==> src/rtl/srle_pkg.sv <==
`default_nettype none

package srle_pkg;

  localparam int LENGTH_BITS_DEF = 24;
  localparam int CFG_BITS        = 24;
  localparam int QUEUE_DEPTH     = 2;
  localparam int QUEUE_IDX_BITS  = $clog2(QUEUE_DEPTH);
  localparam int QUEUE_CNT_BITS  = $clog2(QUEUE_DEPTH + 1);

  typedef struct packed {
    logic [7:0] data_byte;
    logic       start_of_blob;
  } srle_in_t;

  typedef struct packed {
    logic [7:0] value;
    logic [7:0] repeat_res;
    logic       last_of_blob;
  } srle_out_t;

  // classified beat as held in the queue
  typedef struct packed {
    logic [7:0] data_byte;
    logic       start_of_blob;
    logic       lit_header;
    logic [7:0] lit_count;
    logic [6:0] run_len;
  } srle_item_t;

endpackage

`default_nettype wire

==> src/rtl/signed_rle_byte_decoder_top.sv <==
// signed run-length byte decoder
// in_*: one compressed byte per beat, start_of_blob marks a header that restarts decoding
// out_*: one decoded result per beat (value, repeat count 1..127, last of blob)
// cfg_*: writes the output length; cfg_ready is always high, write only while idle
// a beat is taken when valid is high and stall is low
// a two-entry queue sits between the input classifier and the decode engine
// a result-producing byte passes through the queue and then the output register to out_valid
// one byte per cycle while out_stall is low, limited by the single decode state update per beat
// header bytes, zero-length runs and bytes once the output length is reached give no result
// the output register keeps its beat stable while out_stall is high; the queue
// then fills and in_stall rises once both entries are held
// reset (synchronous, rst_n low) empties the queue, drops any held result,
// clears the output length and returns the decoder to expecting a header
`default_nettype none

module signed_rle_byte_decoder_top #(
  parameter int LENGTH_BITS = srle_pkg::LENGTH_BITS_DEF
) (
  input  wire logic                         clk,
  input  wire logic                         rst_n,
  input  wire logic                         in_valid,
  output logic                              in_stall,
  input  wire srle_pkg::srle_in_t           in_data,
  output logic                              out_valid,
  input  wire logic                         out_stall,
  output srle_pkg::srle_out_t               out_data,
  input  wire logic                         cfg_valid,
  output logic                              cfg_ready,
  input  wire logic [srle_pkg::CFG_BITS-1:0] cfg_data
);
  import srle_pkg::*;

  logic       q_valid;
  logic       q_pop;
  srle_item_t q_item;

  assign cfg_ready = 1'b1;

  srle_front u_front (
    .clk      (clk),
    .rst_n    (rst_n),
    .in_valid (in_valid),
    .in_stall (in_stall),
    .in_data  (in_data),
    .q_valid  (q_valid),
    .q_pop    (q_pop),
    .q_item   (q_item)
  );

  srle_back #(
    .LENGTH_BITS (LENGTH_BITS)
  ) u_back (
    .clk       (clk),
    .rst_n     (rst_n),
    .q_valid   (q_valid),
    .q_pop     (q_pop),
    .q_item    (q_item),
    .cfg_valid (cfg_valid && cfg_ready),
    .cfg_data  (cfg_data),
    .out_valid (out_valid),
    .out_stall (out_stall),
    .out_data  (out_data)
  );

endmodule

`default_nettype wire

==> src/rtl/srle_front.sv <==
`default_nettype none

module srle_front (
  input  wire logic                clk,
  input  wire logic                rst_n,
  input  wire logic                in_valid,
  output logic                     in_stall,
  input  wire srle_pkg::srle_in_t  in_data,
  output logic                     q_valid,
  input  wire logic                q_pop,
  output srle_pkg::srle_item_t     q_item
);
  import srle_pkg::*;

  srle_item_t                  mem_r [QUEUE_DEPTH];
  logic [QUEUE_IDX_BITS-1:0]   wr_ptr_r;
  logic [QUEUE_IDX_BITS-1:0]   wr_ptr_nxt;
  logic [QUEUE_IDX_BITS-1:0]   rd_ptr_r;
  logic [QUEUE_IDX_BITS-1:0]   rd_ptr_nxt;
  logic [QUEUE_CNT_BITS-1:0]   cnt_r;
  logic [QUEUE_CNT_BITS-1:0]   cnt_nxt;
  srle_item_t                  item;
  logic                        push;
  logic                        pop;

  // header interpretation: negative means literal count, -128 gives 128
  always_comb begin
    item.data_byte     = in_data.data_byte;
    item.start_of_blob = in_data.start_of_blob;
    item.lit_header    = in_data.data_byte[7];
    item.lit_count     = 8'd0 - in_data.data_byte;
    item.run_len       = in_data.data_byte[6:0];
  end

  assign in_stall = (cnt_r == QUEUE_CNT_BITS'(QUEUE_DEPTH));
  assign push     = in_valid && !in_stall;
  assign q_valid  = (cnt_r != '0);
  assign pop      = q_pop && q_valid;
  assign q_item   = mem_r[rd_ptr_r];

  always_comb begin
    wr_ptr_nxt = wr_ptr_r;
    rd_ptr_nxt = rd_ptr_r;
    cnt_nxt    = cnt_r;
    if (push) begin
      wr_ptr_nxt = (wr_ptr_r == QUEUE_IDX_BITS'(QUEUE_DEPTH - 1)) ? '0
                                                                   : wr_ptr_r + 1'b1;
    end
    if (pop) begin
      rd_ptr_nxt = (rd_ptr_r == QUEUE_IDX_BITS'(QUEUE_DEPTH - 1)) ? '0
                                                                   : rd_ptr_r + 1'b1;
    end
    if (push && !pop) begin
      cnt_nxt = cnt_r + 1'b1;
    end else if (pop && !push) begin
      cnt_nxt = cnt_r - 1'b1;
    end
  end

  always_ff @(posedge clk) begin
    if (!rst_n) begin
      wr_ptr_r <= '0;
      rd_ptr_r <= '0;
      cnt_r    <= '0;
    end else begin
      wr_ptr_r <= wr_ptr_nxt;
      rd_ptr_r <= rd_ptr_nxt;
      cnt_r    <= cnt_nxt;
    end
  end

  always_ff @(posedge clk) begin
    if (push) begin
      mem_r[wr_ptr_r] <= item;
    end
  end

endmodule

`default_nettype wire

==> src/rtl/srle_back.sv <==
`default_nettype none

module srle_back #(
  parameter int LENGTH_BITS = srle_pkg::LENGTH_BITS_DEF
) (
  input  wire logic                         clk,
  input  wire logic                         rst_n,
  input  wire logic                         q_valid,
  output logic                              q_pop,
  input  wire srle_pkg::srle_item_t         q_item,
  input  wire logic                         cfg_valid,
  input  wire logic [srle_pkg::CFG_BITS-1:0] cfg_data,
  output logic                              out_valid,
  input  wire logic                         out_stall,
  output srle_pkg::srle_out_t               out_data
);
  import srle_pkg::*;

  localparam logic [1:0] PH_HEADER  = 2'd0;
  localparam logic [1:0] PH_LITERAL = 2'd1;
  localparam logic [1:0] PH_RUNVAL  = 2'd2;
  localparam logic [1:0] PH_DONE    = 2'd3;

  logic [LENGTH_BITS-1:0]          len_r;
  logic [LENGTH_BITS+CFG_BITS-1:0] cfg_wide;
  logic [1:0]                      phase_r;
  logic [1:0]                      phase_nxt;
  logic [7:0]                      lit_r;
  logic [7:0]                      lit_nxt;
  logic [6:0]                      run_r;
  logic [6:0]                      run_nxt;
  logic [LENGTH_BITS-1:0]          wr_r;
  logic [LENGTH_BITS-1:0]          wr_nxt;
  logic                            out_valid_r;
  logic                            out_valid_nxt;
  srle_out_t                       out_data_r;

  logic [1:0]                      ph;
  logic [7:0]                      lit;
  logic [6:0]                      run;
  logic [LENGTH_BITS-1:0]          wr;
  logic [LENGTH_BITS-1:0]          room;
  logic [LENGTH_BITS-1:0]          run_ext;
  logic [LENGTH_BITS-1:0]          step;
  logic                            res_valid;
  srle_out_t                       res;

  assign cfg_wide  = {{LENGTH_BITS{1'b0}}, cfg_data};
  assign q_pop     = q_valid && (!out_valid_r || !out_stall);
  assign out_valid = out_valid_r;
  assign out_data  = out_data_r;

  always_comb begin
    ph  = q_item.start_of_blob ? PH_HEADER : phase_r;
    lit = q_item.start_of_blob ? 8'd0 : lit_r;
    run = q_item.start_of_blob ? 7'd0 : run_r;
    wr  = q_item.start_of_blob ? '0 : wr_r;

    room    = len_r - wr;
    run_ext = {{(LENGTH_BITS-7){1'b0}}, run};
    step    = (run_ext < room) ? run_ext : room;

    phase_nxt = phase_r;
    lit_nxt   = lit_r;
    run_nxt   = run_r;
    wr_nxt    = wr_r;
    res_valid = 1'b0;
    res.value        = q_item.data_byte;
    res.repeat_res   = 8'd1;
    res.last_of_blob = 1'b0;

    if (q_pop) begin
      phase_nxt = ph;
      lit_nxt   = lit;
      run_nxt   = run;
      wr_nxt    = wr;
      if (ph == PH_DONE) begin
        phase_nxt = PH_DONE;
      end else if (wr >= len_r) begin
        phase_nxt = PH_DONE;
      end else begin
        unique case (ph)
          PH_HEADER: begin
            if (q_item.lit_header) begin
              lit_nxt   = q_item.lit_count;
              phase_nxt = PH_LITERAL;
            end else begin
              run_nxt   = q_item.run_len;
              phase_nxt = PH_RUNVAL;
            end
          end
          PH_LITERAL: begin
            res_valid        = 1'b1;
            res.last_of_blob = (room == LENGTH_BITS'(1));
            wr_nxt           = wr + 1'b1;
            lit_nxt          = lit - 8'd1;
            if (res.last_of_blob) begin
              phase_nxt = PH_DONE;
            end else if (lit == 8'd1) begin
              phase_nxt = PH_HEADER;
            end
          end
          PH_RUNVAL: begin
            if (run == 7'd0) begin
              phase_nxt = PH_HEADER;
            end else begin
              res_valid        = 1'b1;
              res.repeat_res   = step[7:0];
              res.last_of_blob = (step == room);
              wr_nxt           = wr + step;
              run_nxt          = 7'd0;
              phase_nxt        = res.last_of_blob ? PH_DONE : PH_HEADER;
            end
          end
          PH_DONE: begin
            phase_nxt = PH_DONE;
          end
        endcase
      end
    end

    if (q_pop && res_valid) begin
      out_valid_nxt = 1'b1;
    end else if (!out_stall) begin
      out_valid_nxt = 1'b0;
    end else begin
      out_valid_nxt = out_valid_r;
    end
  end

  always_ff @(posedge clk) begin
    if (!rst_n) begin
      phase_r     <= PH_HEADER;
      lit_r       <= '0;
      run_r       <= '0;
      wr_r        <= '0;
      len_r       <= '0;
      out_valid_r <= 1'b0;
    end else begin
      phase_r     <= phase_nxt;
      lit_r       <= lit_nxt;
      run_r       <= run_nxt;
      wr_r        <= wr_nxt;
      out_valid_r <= out_valid_nxt;
      if (cfg_valid) begin
        len_r <= cfg_wide[LENGTH_BITS-1:0];
      end
    end
  end

  always_ff @(posedge clk) begin
    if (q_pop && res_valid) begin
      out_data_r <= res;
    end
  end

endmodule

`default_nettype wire

==> config.mk <==
export PLATFORM = sky130hd
export DESIGN_NAME = signed_rle_byte_decoder_top
export DESIGN_NICKNAME = d
export VERILOG_FILES = /design/src/rtl/srle_pkg.sv /design/src/rtl/signed_rle_byte_decoder_top.sv /design/src/rtl/srle_front.sv /design/src/rtl/srle_back.sv
export SDC_FILE = /design/constraint.sdc
export NUM_CORES = 1
export LEC_CHECK = 0
export ABC_CLOCK_PERIOD_IN_PS = 7150
export BUFFER_PORTS_ARGS = -buffer_cell sky130_fd_sc_hd__buf_4
export CAP_MARGIN = 20
export CORE_MARGIN = 2
export CORE_UTILIZATION = 55
export CTS_BUF_LIST = sky130_fd_sc_hd__clkbuf_4 sky130_fd_sc_hd__clkbuf_8 sky130_fd_sc_hd__clkbuf_16
export CTS_CLUSTER_DIAMETER = 40
export DETAILED_ROUTE_END_ITERATION = 12
export GPL_TIMING_DRIVEN = 0
export PLACE_DENSITY = 0.76
export SLEW_MARGIN = 20
export SYNTH_ARGS = -nofsm -noshare
export SYNTH_HDL_FRONTEND = slang
export SYNTH_SLANG_ARGS = --single-unit
==> constraint.sdc <==
create_clock -name clk -period 7.15 [get_ports clk]
set_clock_uncertainty 0.15 [all_clocks]
set_input_delay 0.715 -clock clk [delete_from_list [all_inputs] [get_ports clk]]
set_output_delay 0.715 -clock clk [all_outputs]
set_load 0.01 [all_outputs]
==> results of run 1 <==
-- cell families (layout without fill, tap and decap cells) --
| kind of cell | after synthesis | in the layout | synth area share |
|---|---|---|---|
| AO/OA/AOI/OAI | 321 | 321 | 0.236 |
| buffers and inverters | 108 | 205 | 0.0559 |
| multiplexers | 47 | 47 | 0.0533 |
| other | 2 | 18 | 0.000823 |
| AND/OR/NAND/NOR | 368 | 368 | 0.196 |
| adder cells (fa/ha/maj) | 65 | 65 | 0.0908 |
| flip-flops | 120 | 120 | 0.317 |
| XOR/XNOR | 50 | 50 | 0.0495 |
-- power by group --
group	total, mW	internal, mW	switching, mW
clock network	0.876	0.474	0.403
logic	1.56	0.564	0.994
registers	0.892	0.821	0.0708
-- final timing paths --
check	startpoint	endpoint	slack, ns	cells after the start
min reg2reg	u_back.wr_r[22]	u_back.wr_r[22]	0.31	2
max reg2reg	register	u_back.wr_r[21]	0.23	29
max	register	u_back.wr_r[21]	0.23	29
min	u_back.wr_r[22]	u_back.wr_r[22]	0.31	2
-- cells in the final DEF, fill, tap and decap left out, types with 14 or more instances in the layout --
cell type,Yosys,final
sky130_fd_sc_hd__a21o_1,21,21
sky130_fd_sc_hd__a21oi_1,66,65
sky130_fd_sc_hd__a31oi_1,17,17
sky130_fd_sc_hd__and3_1,15,15
sky130_fd_sc_hd__buf_4,5,69
sky130_fd_sc_hd__clkbuf_1,30,28
sky130_fd_sc_hd__clkbuf_16,0,17
sky130_fd_sc_hd__conb_1,2,18
sky130_fd_sc_hd__dfxtp_1,71,71
sky130_fd_sc_hd__edfxtp_1,49,49
sky130_fd_sc_hd__ha_1,63,61
sky130_fd_sc_hd__inv_1,58,58
sky130_fd_sc_hd__mux2i_1,37,36
sky130_fd_sc_hd__nand2_1,108,107
sky130_fd_sc_hd__nand3_1,39,39
sky130_fd_sc_hd__nor2_1,96,94
sky130_fd_sc_hd__nor3_1,23,23
sky130_fd_sc_hd__o21a_1,16,16
sky130_fd_sc_hd__o21ai_0,82,77
sky130_fd_sc_hd__xnor2_1,34,33
sky130_fd_sc_hd__xor2_1,15,14
-- registers in the layout, indices dropped and copies added, names as in the netlist, named ones only --
| signal | count |
|---|---|
| u_back.run_r | 7 |
| u_back.len_r | 24 |
| u_back.lit_r | 8 |
| u_front.cnt_r | 2 |
| u_back.phase_r | 2 |
| u_back.out_valid | 1 |
| u_back.wr_r | 24 |
| u_front.mem_r | 32 |
| u_front.rd_ptr_r | 1 |
| u_back.out_data | 17 |
| u_front.wr_ptr_r | 1 |
-- final cells by class --
type	count	area share
repair buffers	66	0.0462
plain buffers	48	0.0291
well taps	220	0.0257
clock buffers	17	0.0396
inverters	59	0.0206
multi-input cells	869	0.552
flip-flops and latches	120	0.270
clock inverters	15	0.0169
-- metal layers --
layer / track usage / wire length (um) / vias to the layer above
li1: - / - / 4205
met1: 0.398 / 11600 / 4087
met2: 0.499 / 12700 / 411
met3: 0.0621 / 2000 / 67
met4: 0.119 / 756 / 0
met5: 0 / 0 / -
-- repair_timing --
item	CTS	global route
resized for setup	30	15
setup endpoints to repair	23	13
buffers inserted	3	8
hold endpoints to repair	0	0
pin swaps	7	9
-- worst max-delay path, delay by kind of cell (launching register included) --
kind / cells / cell delay [ns]
xor gates and xnor gates: 2 / 0.39
AOI/OAI and AO/OA: 10 / 2.56
DFF: 1 / 0.33
muxes: 1 / 0.28
adders and majority gates: 4 / 1.15
buffers and inverters: 6 / 0.87
and+or+nand+nor: 6 / 1.09
-- metrics by stage --
step	TNS [ns]	instances	cell area, um^2	hold slack, ns	total power [mW]
finish	0	1414	10700	0.309	3.33
global route	-0.0542	1414	10700	0.313	3.49
floorplan	0	1097	9190	0.282	1.92
global placement	-27.58	1372	9870	0.294	2.29
CTS	0	1407	10600	0.307	3.25
detailed placement	-28.27	1372	9880	0.303	2.31
==> Flow_metrics.wiki, run 1 <==
{| class="wikitable"
! Metric !! Value
|-
| Placer Congestion || 0.950
|-
| Most numerous cell in the Yosys netlist || sky130_fd_sc_hd__nand2_1
|-
| CTS Hold Buffers Added || 0
|-
| Max Cap Violations || 0
|-
| Clock-pin slew of the registers on the worst-case setup and hold paths || roughly 0.060 ns
|-
| Area of the mapped netlist || 9130 um^2
|-
| Core area || between 15000 and 20000 um^2
|-
| DRC violations left || 0
|-
| Combined global-route utilization of all metal layers || 0.305
|-
| Final Net Count || roughly 1300
|-
| Post-synthesis sequential element count || 120
|-
| Number of cell rows || 47
|-
| IO Pins || a little under 60
|-
| Arrival time of the worst setup path || 7.09 ns
|-
| Highest attainable clock frequency || 145 MHz
|-
| Post-Synthesis Mean Instance Area || about 8.4 um^2
|-
| Violation count after the first detailed-route iteration || 821
|-
| Top cells by instance count after synthesis || 108 x sky130_fd_sc_hd__nand2_1, 96 x sky130_fd_sc_hd__nor2_1, 82 x sky130_fd_sc_hd__o21ai_0
|-
| Layout overhead on the synthesized area || 17.6%
|-
| Number of slew-limit violations in the final report || 0
|-
| Synth Instances || 1081
|-
| Worst setup path class || register to register
|-
| Crit share post-route || 0.968
|-
| Crit-path max cell delay || roughly 0.37 ns
|-
| Post-Place Setup Slack || -1.95 ns
|-
| CTS Sinks || 120
|-
| Post-route core utilization || 0.654
|-
| Sum of net half-perimeters after detailed placement || slightly below 20 mm
|-
| Hold/Removal Path Class || register to register
|-
| Slew headroom || 0.399
|-
| Area taken by multi-input logic gates || 5930 um^2
|-
| Number of buffers created by CTS || 17
|-
| Clock period minus worst slack || 6.92 ns
|-
| Nature of the critical path endpoint || register
|-
| Diodes inserted || 0
|-
| Worst skew pair latency || between 0.4 and 0.5 ns
|-
| Via count of the first global-routing pass || 8192
|-
| Port Buffer Count || 55
|-
| Starting Density || 0.556
|-
| Tightest Pin Transition || 0.892 ns
|-
| Setup violation total in the final timing report || 0
|-
| Chip height || 133 um
|-
| Sequential cell area || between 2000 and 3000 um^2
|-
| Avg Vias per Cell || 6.20
|-
| Level count of the clock H-tree || 4
|-
| DIE AREA || around 18000 um^2
|-
| Root cell of the clock tree || sky130_fd_sc_hd__clkbuf_16
|-
| Power density of the placed cells || 310 nW/um^2
|-
| Count of TritonRoute iterations in the first routing pass || 6
|-
| Yosys warning count || 0
|-
| First-pass GRT wire length || 42.5 mm
|-
| Antenna viol nets, final || 0
|-
| Maximum fanout along the worst path || 19
|-
| Distinct cell type count of the synthesized netlist || 91
|-
| Synth area leader || sky130_fd_sc_hd__edfxtp_1
|-
| Final hold violations || 0
|-
| Overall die width || 133 um
|-
| Required time at the worst-slack endpoint || 7.33 ns
|-
| Kind of start point of the critical path || register
|-
| Seq/Total Area, Yosys || 0.317
|-
| IR Drop Worst-Case VDD || 0.228 mV
|-
| Leading cell types by total area after synthesis || sky130_fd_sc_hd__edfxtp_1 16%, sky130_fd_sc_hd__dfxtp_1 16%, sky130_fd_sc_hd__ha_1 8.6%
|-
| Pin count of the biggest net entering global routing || 18
|-
| Proportion of register bits with asynchronous set or reset after synthesis || 0
|-
| Run status || completed
|-
| Slowest library cell on the worst path || sky130_fd_sc_hd__fa_2
|-
| Library cell appearing most often on the critical path || sky130_fd_sc_hd__ha_1
|-
| Synth top area share || 0.161
|-
| Final WS setup || around 0.23 ns
|-
| Routed length per instance || 19.1 um
|-
| Final wirelength || between 20 and 30 mm
|-
| TritonCTS clock tree || built
|-
| Primary flip-flop cell chosen by synthesis mapping || sky130_fd_sc_hd__dfxtp_1
|-
| Final-layout fill cell count || 1385
|-
| Number of antenna violations at the first check in global routing || 0
|-
| Pleak || ~4.5 nW
|-
| Layout cell share with drive strength beyond 1 || 0.150
|-
| EDFF count, synth || between 40 and 50
|-
| Maximum number of buffers from clock root to sink || 2
|-
| Congestion Overflow GR || 0
|-
| Via count || 8770
|}
No activity file was read; power rests on OpenSTA's default activity.
==> run 2, diff against run 1 <==
--- a/config.mk
+++ b/config.mk
@@ -8,7 +8,6 @@
 export ABC_CLOCK_PERIOD_IN_PS = 7150
 export BUFFER_PORTS_ARGS = -buffer_cell sky130_fd_sc_hd__buf_4
 export CAP_MARGIN = 20
-export CORE_MARGIN = 2
 export CORE_UTILIZATION = 55
 export CTS_BUF_LIST = sky130_fd_sc_hd__clkbuf_4 sky130_fd_sc_hd__clkbuf_8 sky130_fd_sc_hd__clkbuf_16
 export CTS_CLUSTER_DIAMETER = 40
==> run 2 against run 1 <==
Net effect:
- cell count shrank 0.14%
- flip-flop and latch count is the same
- worst hold slack lost 0.0049 ns
- die area shrank 3.0%
- clock power grew 0.7%
- clock-buffer cell count is the same
- sequential share of layout area is essentially flat
- register-to-register slack lost 0.06 ns
- design area is essentially flat
- combinational power is essentially flat
- wire length grew 0.93%
==> Flow_metrics.wiki, run 2 (synthesized netlist as in run 1, its figures left out) <==
{| class="wikitable"
! Metric !! Value
|-
| Congestion Overflow GR || 0
|-
| Crit share post-route || 0.975
|-
| Final Net Count || 1286
|-
| Post-route core utilization || 0.668
|-
| Final wirelength || 27.2 mm
|-
| Nature of the critical path endpoint || register
|-
| Highest attainable clock frequency || 143 MHz
|-
| IR Drop Worst-Case VDD || 0.316 mV
|-
| DR WL met2 || around 13 mm
|-
| Hold/Removal Path Class || register to register
|-
| Placer Congestion || between 0.9 and 1
|-
| Layout overhead on the synthesized area || 17.6%
|-
| Max Cap Violations || 0
|-
| Antenna viol nets, final || 0
|-
| Post-Place Cells || between 1000 and 1500
|-
| Top sig layer || met4
|-
| Maximum number of buffers from clock root to sink || 2
|-
| DRC violations left || 0
|-
| Pin count of the biggest net entering global routing || 18
|-
| Slew headroom || 0.392
|-
| Run status || completed
|-
| Via count || 9031
|-
| Routed length per instance || around 19 um
|-
| Via count of the first global-routing pass || 8313
|-
| Crit-path max cell delay || 0.46 ns
|-
| Required time at the worst-slack endpoint || 7.28 ns
|-
| Pleak || 4.53 nW
|-
| CTS Hold Buffers Added || 0
|-
| Port Buffer Count || between 50 and 60
|-
| Kind of start point of the critical path || register
|-
| Final hold violations || 0
|-
| Most frequent cells in the layout || 107 x sky130_fd_sc_hd__nand2_1, 94 x sky130_fd_sc_hd__nor2_1, 76 x sky130_fd_sc_hd__o21ai_0, 71 x sky130_fd_sc_hd__buf_4, 71 x sky130_fd_sc_hd__dfxtp_1
|-
| Total negative slack for setup checks || 0 ns
|-
| Setup violation total in the final timing report || 0
|-
| Worst skew pair latency || 0.43 ns
|-
| Final non-filler cell total || 1412
|-
| Arrival time of the worst setup path || a little over 7 ns
|-
| Count of TritonRoute iterations in the first routing pass || 6
|-
| Level count of the clock H-tree || 4
|-
| IO Pins || 58
|-
| Diodes inserted || 0
|-
| Overall die width || 131 um
|-
| Clock period minus worst slack || 6.97 ns
|-
| TritonCTS clock tree || built
|-
| CTS Sinks || 120
|-
| Number of cell rows || 46
|-
| Clock-pin slew of the registers on the worst-case setup and hold paths || about 0.07 ns
|-
| Post-Route M1 WL || 11.3 mm
|-
| Most common cell after layout, fill and taps aside || sky130_fd_sc_hd__nand2_1
|-
| Number of slew-limit violations in the final report || 0
|-
| Layout cell share with drive strength beyond 1 || 0.153
|-
| Registers with the highest flip-flop counts || u_front.mem_r x32, u_back.len_r x24, u_back.wr_r x24
|-
| Starting Density || 0.568
|-
| Number of antenna violations at the first check in global routing || 0
|-
| Power density of the placed cells || 310 nW/um^2
|-
| Chip height || 131 um
|-
| Violation count after the first detailed-route iteration || 949
|-
| Register with the highest flop count || u_front.mem_r
|-
| Final-layout fill cell count || 1345
|-
| Maximum fanout along the worst path || 19
|-
| Worst setup path class || register to register
|-
| Max FFs per register || 32
|-
| Core area || 16100 um^2
|-
| Detail Route met3 WL || 2.48 mm
|-
| Number of buffers created by CTS || 17
|-
| Sum of net half-perimeters after detailed placement || 19.7 mm
|-
| Root cell of the clock tree || sky130_fd_sc_hd__clkbuf_16
|-
| First-pass GRT wire length || 42.1 mm
|-
| Avg Vias per Cell || approximately 6.4
|-
| Combined global-route utilization of all metal layers || 0.322
|-
| Library cell appearing most often on the critical path || sky130_fd_sc_hd__buf_6
|-
| Slowest library cell on the worst path || sky130_fd_sc_hd__or3_2
|-
| Tightest Pin Transition || about 0.90 ns
|-
| DIE AREA || 17100 um^2
|}
## run 2: worst max-delay path, delay by kind of cell, from the launching register on
| kind | cells | cell delay [ns] |
|---|---|---|
| mux | 1 | 0.28 |
| fa+ha+maj | 4 | 1.17 |
| compound gates | 12 | 2.47 |
| xor+xnor | 1 | 0.21 |
| buf+inv | 7 | 1.02 |
| flops | 1 | 0.33 |
| simple gates | 6 | 1.20 |
## run 2: where the power goes
group | switching [mW] | internal (mW)
registers | 0.0710 | 0.821
clock network | 0.382 | 0.500
logic | 0.996 | 0.559
total | 1.45 | 1.88
## run 2: stage by stage
| step | power (mW) | worst slack [ns] | cell area, um^2 | hold slack (ns) |
|---|---|---|---|---|
| global placement | 2.29 | -1.95 | 9870 | 0.291 |
| CTS | 3.25 | 0.000842 | 10600 | 0.308 |
| detailed placement | 2.31 | -2.09 | 9870 | 0.298 |
| global route | 3.48 | -0.0648 | 10700 | 0.317 |
| floorplan | 1.92 | 0.0444 | 9190 | 0.282 |
| finish | 3.33 | 0.176 | 10700 | 0.304 |
## run 2: cell type report
type	count	area, um^2	share of cell area
plain buffers	48	312	0.0290
clock buffers	17	425	0.0396
clock inverters	15	175	0.0163
inverters	59	221	0.0206
multi-input cells	869	5930	0.552
flip-flops and latches	120	2890	0.270
well taps	216	270	0.0252
repair buffers	68	510	0.0476
## run 2: per-layer routing
metal / vias to the layer above / track usage
li1: 4198 / -
met3: 80 / 0.0631
met4: 0 / 0.143
met2: 503 / 0.528
met1: 4250 / 0.410
met5: - / 0
## run 2: what timing repair did
action / in CTS / in global routing
gates cloned: 0 / 0
setup endpoints to repair: 23 / 14
pin swaps: 8 / 12
setup buffers: 7 / 6
gates resized for setup: 26 / 20
## run 2: worst paths after layout
path / start / end / slack, ns / cells past startpoint
worst max-delay path: register / u_back.wr_r[18] / 0.18 / 31
worst min-delay path: u_back.wr_r[22] / u_back.wr_r[22] / 0.30 / 2
worst max register to register: register / u_back.wr_r[18] / 0.18 / 31
worst min register to register: u_back.wr_r[22] / u_back.wr_r[22] / 0.30 / 2
==> run 3, diff against run 2 <==
--- a/config.mk
+++ b/config.mk
@@ -6,14 +6,14 @@
 export NUM_CORES = 1
 export LEC_CHECK = 0
 export ABC_CLOCK_PERIOD_IN_PS = 7150
-export BUFFER_PORTS_ARGS = -buffer_cell sky130_fd_sc_hd__buf_4
 export CAP_MARGIN = 20
 export CORE_UTILIZATION = 55
 export CTS_BUF_LIST = sky130_fd_sc_hd__clkbuf_4 sky130_fd_sc_hd__clkbuf_8 sky130_fd_sc_hd__clkbuf_16
 export CTS_CLUSTER_DIAMETER = 40
 export DETAILED_ROUTE_END_ITERATION = 12
+export DONT_BUFFER_PORTS = 1
 export GPL_TIMING_DRIVEN = 0
-export PLACE_DENSITY = 0.76
+export PLACE_DENSITY = 0.73
 export SLEW_MARGIN = 20
 export SYNTH_ARGS = -nofsm -noshare
 export SYNTH_HDL_FRONTEND = slang
==> run 3 against run 2 <==
Net effect:
- the flow now finishes with violations (design-rule violations)
- first-iteration DRC count grew 6.7%
- flip-flop and latch count unchanged
- power down 0.73%
- register-to-register slack barely moved
- setup slack better by 0.014 ns
- sequential share of layout area rose by 1.2 points
- critical path depth is 2 lower
- utilization fell by 2.8 points
- via count shrank 4.2%
- critical endpoint is now u_back.wr_r[12]
- largest power group unchanged
- highest routed layer unchanged
==> Flow_metrics.wiki, run 3 (synthesized netlist as in run 1, its figures left out) <==
{| class="wikitable"
! Metric !! Value
|-
| Number of antenna violations at the first check in global routing || 0
|-
| Maximum fanout along the worst path || 10
|-
| Congestion Overflow GR || 0
|-
| Via count of the first global-routing pass || 7886
|-
| Max Cap Violations || 0
|-
| Hold slack final || 0.219 ns
|-
| Post-route core utilization || 0.640
|-
| Power density of the placed cells || 322 nW/um^2
|-
| Most common cell after layout, fill and taps aside || sky130_fd_sc_hd__nand2_1
|-
| Required time at the worst-slack endpoint || ~7.3 ns
|-
| Layout overhead on the synthesized area || 12.6%
|-
| Number of slew-limit violations in the final report || 0
|-
| Nature of the critical path endpoint || register
|-
| Post-Place Setup Slack || -1.99 ns
|-
| CTS Sinks || 120
|-
| Pin count of the biggest net entering global routing || 18
|-
| First-pass GRT wire length || 41.3 mm
|-
| Placer Congestion || approximately 1
|-
| Count of TritonRoute iterations in the first routing pass || 10
|-
| Diodes inserted || 0
|-
| Final Net Count || about 1200
|-
| Avg Vias per Cell || 6.39
|-
| DR WL met2 || 12.3 mm
|-
| Post-Place Cells || about 1300
|-
| CTS Hold Buffers Added || 0
|-
| Post-Route M1 WL || 11.5 mm
|-
| Root cell of the clock tree || sky130_fd_sc_hd__clkbuf_16
|-
| Worst setup path class || register to register
|-
| Core area || between 15000 and 20000 um^2
|-
| Layout cell share with drive strength beyond 1 || 0.106
|-
| Registers with the highest flip-flop counts || u_front.mem_r x32, u_back.len_r x24, u_back.wr_r x24
|-
| Level count of the clock H-tree || 4
|-
| Library cell appearing most often on the critical path || sky130_fd_sc_hd__buf_6
|-
| Setup violation total in the final timing report || 0
|-
| IO Pins || slightly below 60
|-
| Highest attainable clock frequency || 144 MHz
|-
| TritonCTS clock tree || built
|-
| Most frequent cells in the layout || 107 x sky130_fd_sc_hd__nand2_1, 94 x sky130_fd_sc_hd__nor2_1, 78 x sky130_fd_sc_hd__o21ai_0, 71 x sky130_fd_sc_hd__dfxtp_1, 65 x sky130_fd_sc_hd__a21oi_1
|-
| Overall die width || between 100 and 150 um
|-
| Run status || finished, violations left
|-
| Violation count after the first detailed-route iteration || 1013
|-
| Number of buffers created by CTS || 17
|-
| RSZ-0062 raised after global routing || false
|-
| Slew headroom || 0.428
|-
| Clock-pin slew of the registers on the worst-case setup and hold paths || 0.06 ns
|-
| Crit-path max cell delay || around 0.45 ns
|-
| Crit share post-route || 0.973
|-
| Chip height || 131 um
|-
| Final WS setup || 0.191 ns
|-
| Routed length per instance || about 20 um
|-
| Antenna viol nets, final || 0
|-
| Combined global-route utilization of all metal layers || 0.319
|-
| Arrival time of the worst setup path || 7.11 ns
|-
| Starting Density || 0.568
|-
| Violations in the final reports || design-rule violations
|-
| Max FFs per register || 32
|-
| Final hold violations || 0
|-
| Detail Route met3 WL || 2.35 mm
|-
| Clock period minus worst slack || ~7.0 ns
|-
| Number of cell rows || 46
|-
| Final non-filler cell total || 1354
|-
| Tightest Pin Transition || 0.850 ns
|-
| Top sig layer || met4
|-
| DRC violations left || 1
|-
| IR Drop Worst-Case VDD || approximately 0.3 mV
|-
| Maximum number of buffers from clock root to sink || 2
|-
| Slowest library cell on the worst path || sky130_fd_sc_hd__a2111oi_4
|-
| Port Buffer Count || 0
|-
| Register with the highest flop count || u_front.mem_r
|-
| Via count || 8649
|-
| Hold/Removal Path Class || input pin to register
|-
| Sum of net half-perimeters after detailed placement || ~20 mm
|-
| Kind of start point of the critical path || register
|-
| Final wirelength || 27.1 mm
|-
| Worst skew pair latency || 0.44 ns
|-
| Pleak || approximately 4.2 nW
|-
| DIE AREA || 17100 um^2
|-
| Total negative slack for setup checks || 0 ns
|}
[run 3: cell count changes in the layout (fill, tap and decap cells not counted), sizes merged]
cell	change
buf	-58
inv	-1
clkinvlp	-1
clkinv	+2
[run 3: routing by layer]
layer	track usage	vias to the layer above
met4	0.131	0
met2	0.516	428
met1	0.412	4080
met3	0.0688	74
met5	0	-
li1	-	4067
[run 3: layout make-up]
cell class	instances	area, um^2
clock buffers	17	425
plain buffers	48	319
fillers	1379	5780
flip-flops and latches	120	2890
inverters	59	221
multi-input cells	869	5920
clock inverters	15	156
well taps	216	270
repair buffers	10	75.1
[run 3: worst paths after layout]
| check | from | endpoint | slack (ns) | cells past startpoint |
|---|---|---|---|---|
| worst max-delay path | register | u_back.wr_r[12] | 0.19 | 29 |
| worst min-delay path | in_data[6] | u_front.mem_r[1][22] | 0.22 | 0 |
| worst max register to register | register | u_back.wr_r[12] | 0.19 | 29 |
| worst min register to register | u_back.wr_r[22] | u_back.wr_r[22] | 0.31 | 2 |
[run 3: worst max-delay path, delay by kind of cell, from the launching register on]
kind                       cells  cell delay, ns
AOI/OAI and AO/OA             12            2.79
buffers and inverters          6            1.12
adders and majority gates      3            1.02
and+or+nand+nor                5            0.74
muxes                          2            0.47
DFF                            1            0.32
xor gates and xnor gates       1            0.19
[run 3: power breakdown]
part	switching, mW	total [mW]	internal, mW
registers	0.0694	0.891	0.821
clock network	0.372	0.864	0.492
logic	1.00	1.55	0.549
[run 3: what timing repair did]
action | CTS | global route
endpoints found under the setup margin | 23 | 10
buffers inserted | 4 | 6
gates resized for setup | 27 | 17
pin swaps | 6 | 10
[run 3: per-stage QoR]
| stage | instance area (um^2) | total power, mW |
|---|---|---|
| final | 10300 | 3.31 |
| after global routing | 10300 | 3.45 |
| after CTS | 10200 | 3.22 |
| after detailed placement | 9460 | 2.29 |
| after global placement | 9460 | 2.28 |
| after floorplan | 9190 | 1.92 |
